`src/sv/iasr_pkg.sv`:
```
`timescale 1ns / 1ps

package iasr_pkg;

  // storage geometry
  localparam int unsigned CAPACITY = 256;
  localparam int unsigned ADDR_W   = $clog2(CAPACITY);
  localparam int unsigned CNT_W    = $clog2(CAPACITY + 1);

  // field widths
  localparam int unsigned OP_W      = 2;
  localparam int unsigned POS_W     = 8;
  localparam int unsigned DATA_W    = 32;
  localparam int unsigned STATUS_W  = 2;
  localparam int unsigned CNT_OUT_W = 9;
  localparam int unsigned CMP_W     = (CNT_W > POS_W) ? CNT_W : POS_W;

  // packed stream widths, rounded up to whole bytes
  localparam int unsigned IN_BITS  = OP_W + POS_W + DATA_W;
  localparam int unsigned OUT_BITS = DATA_W + STATUS_W + CNT_OUT_W;
  localparam int unsigned IN_TDATA_W  = ((IN_BITS + 7) / 8) * 8;
  localparam int unsigned OUT_TDATA_W = ((OUT_BITS + 7) / 8) * 8;

  // minus one billion, returned on an out-of-bounds read
  localparam logic signed [DATA_W-1:0] OOB_READ_WORD = 32'shC465_3600;

  typedef enum logic [OP_W-1:0] {
    OP_READ   = 2'd0,
    OP_WRITE  = 2'd1,
    OP_APPEND = 2'd2,
    OP_REMOVE = 2'd3
  } op_e;

  typedef enum logic [STATUS_W-1:0] {
    ST_OK   = 2'd0,
    ST_OOB  = 2'd1,
    ST_FULL = 2'd2
  } status_e;

  typedef enum logic [2:0] {
    S_IDLE,
    S_EXEC,
    S_RD_DATA,
    S_SHIFT,
    S_RESP
  } state_e;

  // one write port and one read port of the element store
  typedef struct packed {
    logic                     we;
    logic [ADDR_W-1:0]        waddr;
    logic signed [DATA_W-1:0] wdata;
    logic                     re;
    logic [ADDR_W-1:0]        raddr;
  } ram_req_t;

  // finished command result handed to the output register
  typedef struct packed {
    logic                     valid;
    logic signed [DATA_W-1:0] read_value;
    status_e                  status;
    logic [CNT_OUT_W-1:0]     element_count;
  } result_t;

endpackage

```
`src/sv/iasr_ctrl.sv`:
```
`timescale 1ns / 1ps

module iasr_ctrl (
  input  logic                                 clk_i,
  input  logic                                 rst_ni,
  input  logic                                 in_fire_i,
  input  iasr_pkg::op_e                        opcode_i,
  input  logic [iasr_pkg::POS_W-1:0]           position_i,
  input  logic signed [iasr_pkg::DATA_W-1:0]   value_i,
  input  logic                                 out_free_i,
  input  logic signed [iasr_pkg::DATA_W-1:0]   ram_rdata_i,
  output logic                                 idle_o,
  output iasr_pkg::ram_req_t                   ram_req_o,
  output iasr_pkg::result_t                    result_o
);

  iasr_pkg::state_e                     state_q, state_d;
  iasr_pkg::op_e                        op_q;
  logic [iasr_pkg::POS_W-1:0]           pos_q;
  logic signed [iasr_pkg::DATA_W-1:0]   val_q;
  logic [iasr_pkg::CNT_W-1:0]           count_q, count_d;
  logic [iasr_pkg::CNT_W-1:0]           rd_ptr_q, rd_ptr_d;
  logic [iasr_pkg::ADDR_W-1:0]          wr_ptr_q, wr_ptr_d;
  logic                                 pend_q, pend_d;
  logic signed [iasr_pkg::DATA_W-1:0]   rd_value_q, rd_value_d;
  iasr_pkg::status_e                    status_q, status_d;
  logic                                 in_range;
  logic [iasr_pkg::CNT_W-1:0]           pos_cnt;

  assign in_range = iasr_pkg::CMP_W'(pos_q) < iasr_pkg::CMP_W'(count_q);
  // only used once the position is known to be below the count
  assign pos_cnt  = iasr_pkg::CNT_W'(pos_q);

  // control registers
  always_ff @(posedge clk_i or negedge rst_ni) begin
    if (!rst_ni) begin
      state_q  <= iasr_pkg::S_IDLE;
      count_q  <= '0;
      pend_q   <= 1'b0;
    end else begin
      state_q  <= state_d;
      count_q  <= count_d;
      pend_q   <= pend_d;
    end
  end

  // command and working registers
  always_ff @(posedge clk_i) begin
    if (in_fire_i) begin
      op_q  <= opcode_i;
      pos_q <= position_i;
      val_q <= value_i;
    end
    rd_ptr_q   <= rd_ptr_d;
    wr_ptr_q   <= wr_ptr_d;
    rd_value_q <= rd_value_d;
    status_q   <= status_d;
  end

  // sequencer
  always_comb begin
    state_d    = state_q;
    count_d    = count_q;
    rd_ptr_d   = rd_ptr_q;
    wr_ptr_d   = wr_ptr_q;
    pend_d     = pend_q;
    rd_value_d = rd_value_q;
    status_d   = status_q;
    ram_req_o  = '0;
    result_o   = '0;

    unique case (state_q)
      iasr_pkg::S_IDLE: begin
        if (in_fire_i) begin
          state_d = iasr_pkg::S_EXEC;
        end
      end

      iasr_pkg::S_EXEC: begin
        rd_value_d = '0;
        status_d   = iasr_pkg::ST_OK;
        state_d    = iasr_pkg::S_RESP;
        unique case (op_q)
          iasr_pkg::OP_READ: begin
            if (in_range) begin
              ram_req_o.re    = 1'b1;
              ram_req_o.raddr = pos_cnt[iasr_pkg::ADDR_W-1:0];
              state_d         = iasr_pkg::S_RD_DATA;
            end else begin
              rd_value_d = iasr_pkg::OOB_READ_WORD;
              status_d   = iasr_pkg::ST_OOB;
            end
          end
          iasr_pkg::OP_WRITE: begin
            if (in_range) begin
              ram_req_o.we    = 1'b1;
              ram_req_o.waddr = pos_cnt[iasr_pkg::ADDR_W-1:0];
              ram_req_o.wdata = val_q;
            end else begin
              status_d = iasr_pkg::ST_OOB;
            end
          end
          iasr_pkg::OP_APPEND: begin
            if (count_q < iasr_pkg::CNT_W'(iasr_pkg::CAPACITY)) begin
              ram_req_o.we    = 1'b1;
              ram_req_o.waddr = count_q[iasr_pkg::ADDR_W-1:0];
              ram_req_o.wdata = val_q;
              count_d         = count_q + 1'b1;
            end else begin
              status_d = iasr_pkg::ST_FULL;
            end
          end
          iasr_pkg::OP_REMOVE: begin
            if (in_range) begin
              rd_ptr_d = pos_cnt + 1'b1;
              wr_ptr_d = pos_cnt[iasr_pkg::ADDR_W-1:0];
              pend_d   = 1'b0;
              state_d  = iasr_pkg::S_SHIFT;
            end else begin
              status_d = iasr_pkg::ST_OOB;
            end
          end
          default: begin
            status_d = iasr_pkg::ST_OOB;
          end
        endcase
      end

      iasr_pkg::S_RD_DATA: begin
        rd_value_d = ram_rdata_i;
        state_d    = iasr_pkg::S_RESP;
      end

      // read one entry ahead while writing the previous one a place lower
      iasr_pkg::S_SHIFT: begin
        if (pend_q) begin
          ram_req_o.we    = 1'b1;
          ram_req_o.waddr = wr_ptr_q;
          ram_req_o.wdata = ram_rdata_i;
          wr_ptr_d        = wr_ptr_q + 1'b1;
        end
        if (rd_ptr_q < count_q) begin
          ram_req_o.re    = 1'b1;
          ram_req_o.raddr = rd_ptr_q[iasr_pkg::ADDR_W-1:0];
          rd_ptr_d        = rd_ptr_q + 1'b1;
          pend_d          = 1'b1;
        end else begin
          pend_d  = 1'b0;
          count_d = count_q - 1'b1;
          state_d = iasr_pkg::S_RESP;
        end
      end

      iasr_pkg::S_RESP: begin
        if (out_free_i) begin
          result_o.valid         = 1'b1;
          result_o.read_value    = rd_value_q;
          result_o.status        = status_q;
          result_o.element_count = iasr_pkg::CNT_OUT_W'(count_q);
          state_d                = iasr_pkg::S_IDLE;
        end
      end

      default: begin
        state_d = iasr_pkg::S_IDLE;
      end
    endcase
  end

  assign idle_o = (state_q == iasr_pkg::S_IDLE);

  // checks
  a_count_bound: assert property (@(posedge clk_i) disable iff (!rst_ni)
    count_q <= iasr_pkg::CNT_W'(iasr_pkg::CAPACITY))
    else $error("element count above capacity");

  a_count_step: assert property (@(posedge clk_i) disable iff (!rst_ni)
    1'b1 |=> (count_q == $past(count_q)) || (count_q == $past(count_q) + 1'b1) ||
             (count_q + 1'b1 == $past(count_q)))
    else $error("element count moved by more than one");

  a_no_write_idle: assert property (@(posedge clk_i) disable iff (!rst_ni)
    (state_q == iasr_pkg::S_IDLE) |-> !ram_req_o.we && !ram_req_o.re)
    else $error("store accessed while idle");

  a_full_status: assert property (@(posedge clk_i) disable iff (!rst_ni)
    result_o.valid && (result_o.status == iasr_pkg::ST_FULL) |->
      count_q == iasr_pkg::CNT_W'(iasr_pkg::CAPACITY))
    else $error("full status with room left");

  a_result_idle: assert property (@(posedge clk_i) disable iff (!rst_ni)
    result_o.valid |=> state_q == iasr_pkg::S_IDLE)
    else $error("result without return to idle");

endmodule

```
`config.mk`:
```
export PLATFORM = sky130hd
export DESIGN_NAME = iasr_ctrl
export DESIGN_NICKNAME = d
export VERILOG_FILES = /design/src/sv/iasr_pkg.sv /design/src/sv/iasr_ctrl.sv
export SDC_FILE = /design/constraint.sdc
export NUM_CORES = 1
export LEC_CHECK = 0
export BUFFER_PORTS_ARGS = -buffer_cell sky130_fd_sc_hd__buf_2
export CAP_MARGIN = 40
export CORE_MARGIN = 2
export CORE_UTILIZATION = 43
export DETAILED_ROUTE_END_ITERATION = 8
export PLACE_DENSITY = 0.79
export SLEW_MARGIN = 25
export SYNTH_ARGS = -nofsm -noshare
export SYNTH_HDL_FRONTEND = slang
export SYNTH_SLANG_ARGS = --single-unit
export TNS_END_PERCENT = 10
```
`constraint.sdc`:
```
create_clock -name clk_i -period 5.5 [get_ports clk_i]
set_clock_uncertainty 0.2 [all_clocks]
set_input_delay 0.825 -clock clk_i [delete_from_list [all_inputs] [get_ports clk_i]]
set_output_delay 0.825 -clock clk_i [all_outputs]
set_load 0.05 [all_outputs]
```
# Yosys cells after proc, flatten, opt, wreduce, memory -nomap -nowiden
# Cells that the tools add are included.
dict set report classes {
  add_sub_neg 5
  mul 0
  div_mod_pow 0
  order_cmp 3
  eq_ne 16
  shift 0
  muxes 39
  bitwise 0
  reduce_logical 10
}
# operator count
set op_table {}
lappend op_table {{two-way mux 41 bit} 3}
lappend op_table {{case mux 50 bit (2 select lines)} 1}
lappend op_table {{two-way mux 44 bit} 2}
lappend op_table {{case mux 41 bit (2 select lines)} 1}
lappend op_table {{two-way mux 9 bit} 9}
lappend op_table {{two-way mux 32 bit} 2}
lappend op_table {{case mux 32 bit (2 select lines)} 1}
lappend op_table {{case mux 9 bit (2 select lines)} 2}
lappend op_table {{two-way mux 8 bit} 3}
lappend op_table {{adder 9 x 1 -> 9 bit, second input constant} 2}
lappend op_table {{inequality test 2 bit, second input constant} 8}
lappend op_table {{case mux 8 bit (2 select lines)} 1}
lappend op_table {{two-way mux 3 bit} 5}
lappend op_table {{case mux 3 bit (5 select lines)} 1}
lappend op_table {{AND reduction 4 bit} 3}
lappend op_table {{adder 8 x 1 -> 9 bit, second input constant} 1}
lappend op_table {{< comparator 8 x 9 -> 1 bit} 1}
lappend op_table {{< comparator 9 bit} 1}
lappend op_table {{< comparator 9 bit, second input constant} 1}
lappend op_table {{subtractor 9 x 1 -> 9 bit, second input constant} 1}
lappend op_table {{adder 8 x 1 -> 8 bit, second input constant} 1}
lappend op_table {{== test 3 x 2 -> 1 bit, second input constant} 2}
lappend op_table {{case mux 3 bit (2 select lines)} 1}
lappend op_table {{AND reduction 3 bit} 2}
lappend op_table {{other kinds (13)} 18}
dict set report word_totals {
  ff_bits 106
  latch_bits 0
  ram_bits 0
  mem_bits_ro 0
  in_bits 78
  output_inout_bits 95
  word_cells 83
  memories 0
}

# Longest topological paths before layout
dict set report depth {
  depth_word 4
  mapped_depth 11
}

# Worst setup path before layout
# Ideal clock, no wire load.
dict set report synth_timing {
  path_kind {input-to-output}
  start {in out_free_i}
  end {out result_o[34] in the netlist's numbering}
  arrival_ns 2.504
  required_time_ns 4.475
  path_slack_ns 1.971
  path_stages 4
  n_path_buf 1
  path_cell_list {nand2_1 nor3_1 clkbuf_1 and2_1}
}
# element line_no
set synth_lines {}
lappend synth_lines {{from (decl)} iasr_ctrl.sv:10} ;# input logic out_free_i,
lappend synth_lines {{to (decl)} iasr_ctrl.sv:14} ;# output iasr_pkg::result_t result_o

==> results.sh <==
export IMPL_antenna_cells=0
export IMPL_synth_area_leaders="edfxtp_1 48%, and2_1 6.4%, ha_1 6.2%"
export IMPL_dp_hpwl_mm=11.54
export IMPL_crit_path_max_fanout=32
export IMPL_drv_slew=0
export IMPL_postSynthAreaPerCell_sq_um=11.71
export IMPL_clock_sinks=106
export IMPL_rsz0062_at_grt="no"
export IMPL_timing_rr_end="count_q[7]$_DFFE_PN0P_"
export IMPL_hold_buffers=0
export IMPL_regToRegStartpoint="state_q[1]$_DFFE_PN0P_"
export IMPL_synth_seq_cells=106
export IMPL_grt_pass1_wl_mm=23.60
export IMPL_gp_congestion=0.8593
export IMPL_synth_edf_count=93
export IMPL_synthTopCellsByCount="93 x edfxtp_1, 59 x and2_1, 41 x a22o_1, 29 x ha_1, 29 x nand2_1"
export IMPL_end_kind="output pin"
export IMPL_vdd_ir_drop_max_uv=173.6
export IMPL_routed_wl_mm=15.63
export IMPL_core_area_sq_um=13240
export IMPL_worstSkewPairLatency_ns=0.35
export IMPL_die_h_microns=120.2
export IMPL_cts_root_buf="clkbuf_16"
export IMPL_hold_viol_final=0
export IMPL_netlist_instances=496
export IMPL_die_area_sq_um=14460
export IMPL_nets=764
export IMPL_area_growth_pct=21.88
export IMPL_cts_setup_buffers=0
export IMPL_clk_path_buf_depth=2
export IMPL_final_setup_viol_count=0
export IMPL_track_usage=0.2108
export IMPL_syn_nets=604
export IMPL_r2r_worst_path_cells=10
export IMPL_hp_class="input pin to async pin"
export IMPL_num_rows=42
export IMPL_met1_usage=0.2648
export IMPL_dr_pass1_iters=6
export IMPL_final_util=0.5347
export IMPL_worstPathArrival_ns=3.35
export IMPL_vias=4688
export IMPL_grt_ovfl_total=0
export IMPL_cts_made_buffers=9
export IMPL_drcViolationCount=0
export IMPL_port_buffers=172
export IMPL_use_met3=0.03585
export IMPL_period_share=0.7951
export IMPL_ys_seq_area_frac=0.5367
export IMPL_drt_initial_drc_count=376
export IMPL_wl_per_cell_microns=18.67
export IMPL_yosysTopAreaCell="edfxtp_1"
export IMPL_reg2reg_slack_ns=2.04
export IMPL_power_leakage_nw=3.325
export IMPL_viasPerCell=5.601
export IMPL_cts_tree="done"
export IMPL_antenna_left=0
export IMPL_grt_pass1_vias=4444
export IMPL_synthFlopType="edfxtp_1"
export IMPL_synth_top_area_share=0.4807
export IMPL_synth_warning_count=0
export IMPL_cap_viol_max_count=0
export IMPL_worstPathRequired_ns=4.47
export IMPL_synth_most_common_cell="edfxtp_1"
export IMPL_antenna_found_initial=0
export IMPL_final_layout_size_suffix_gt1_frac=0.3116
export IMPL_cts_resized=0
export IMPL_cts_clk_slew_worst_paths_ns=0.08
export IMPL_max_freq_mhz=228.7
export IMPL_die_x_microns=120.2
export IMPL_maxSlewHeadroom=0.4810
export IMPL_cp_start_kind="flip-flop"
export IMPL_grt_max_degree=43
export IMPL_status="completed"
export IMPL_cts_max_level=3
export IMPL_setup_worst_path_class="flip-flop to output pin"
export IMPL_worst_pin_slew_ns=0.7784
export IMPL_async_reset_ff_frac=0.1226
export IMPL_period_needed_ns=4.373
export IMPL_synth_cell_types=55
export IMPL_start_util=0.4387
export IMPL_io_pins=173
export IMPL_powerDensity_nw_per_um2=349.9
export IMPL_grtUsageMet2=0.3537
export IMPL_synthesis_area_sq_um=5809
export IMPL_busiest_layer="met2"
export IMPL_fin_setup_tns_ns=0
==> cell usage in the layout, fill, tap and decap left out, types with 4 or more instances in the layout <==
| cell type | instances |
|---|---|
| nand3_1 | 12 |
| and3_1 | 4 |
| nor4_1 | 9 |
| a222oi_1 | 8 |
| edfxtp_1 | 93 |
| nand2b_1 | 7 |
| ha_1 | 29 |
| a22o_1 | 41 |
| o21ai_0 | 17 |
| clkbuf_16 | 9 |
| a21o_1 | 19 |
| inv_1 | 22 |
| nand2_1 | 29 |
| xor2_1 | 11 |
| xnor2_1 | 13 |
| and2_1 | 59 |
| buf_2 | 172 |
| a21oi_1 | 17 |
| buf_4 | 5 |
| dfrtp_1 | 13 |
| nor2_1 | 13 |
==> power breakdown <==
group / internal [mW] / leakage (nW) / switching, mW
logic: 0.226 / 2.13 / 0.537
clock network: 0.314 / 0.137 / 0.304
registers: 1.01 / 1.05 / 0.0885
==> cell type report <==
type                       count  area (sq um)
multi-input combinational    339          2462
timing repair buffer         178         918.4
clock buffer                  10         229.0
clock inverter                 6         50.05
fill                        1187          6162
tap                          176         220.2
sequential                   106          3118
inverter                      22         82.58
==> routing by layer <==
metal  up-vias  routed length, microns
met5         -                       0
met4         0                     539
met3        48                     986
met2       201                    7846
met1      2279                    6256
li1       2160                       -
==> flip-flops by register name, indices dropped and copies added (netlist names) <==
signal / flops
pend_q: 1
state_q: 3
rd_ptr_q: 9
pos_q: 8
wr_ptr_q: 8
val_q: 32
op_q: 2
count_q: 9
status_q: 2
rd_value_q: 32
==> worst max-delay path by stage <==
stage          cells after the start             to               start
5_1_grt                            8  ram_req_o[39]  pos_q[6]$_DFFE_PP_
2_1_floorplan                      4   result_o[34]          out_free_i
3_5_place_dp                       8  ram_req_o[39]  pos_q[6]$_DFFE_PP_
3_3_place_gp                       8  ram_req_o[29]  pos_q[6]$_DFFE_PP_
6_report                           8  ram_req_o[27]  pos_q[6]$_DFFE_PP_
4_1_cts                            8  ram_req_o[39]  pos_q[6]$_DFFE_PP_
==> critical path: stages (launching register included) <==
cell and delay, ns:
edfxtp_1 0.57, ha_1 0.39, a21o_1 0.16, a21oi_1 0.16, o22ai_1 0.16, a211oi_4 0.40, or2_2 0.63, a22o_1 0.25
buf_2 0.27
==> stage by stage <==
step	cell area, sq um	hold WS [ns]	std cells	total power, mW	setup WS, ns
final	7081	0.1882	837	2.477	1.127
after floorplan	5809	0.2754	496	1.651	1.971
after global placement	6770	0.2997	819	1.839	1.307
after global routing	7081	0.1979	837	2.586	0.9794
after CTS	7081	0.1875	837	2.485	1.140
after detailed placement	6802	0.2963	821	1.869	1.519
==> cell families after synthesis <==
logic type                 count (synthesis)  share of synthesized area
AOI/OAI and AO/OA                        125                     0.1602
xor gates and xnor gates                  24                    0.03618
adders and majority gates                 30                    0.06591
buffers and inverters                     51                    0.04264
DFF                                      106                     0.5367
muxes                                      2                   0.003446
and+or+nand+nor                          158                     0.1549
Note: power is estimated with default switching activity, not from simulation.
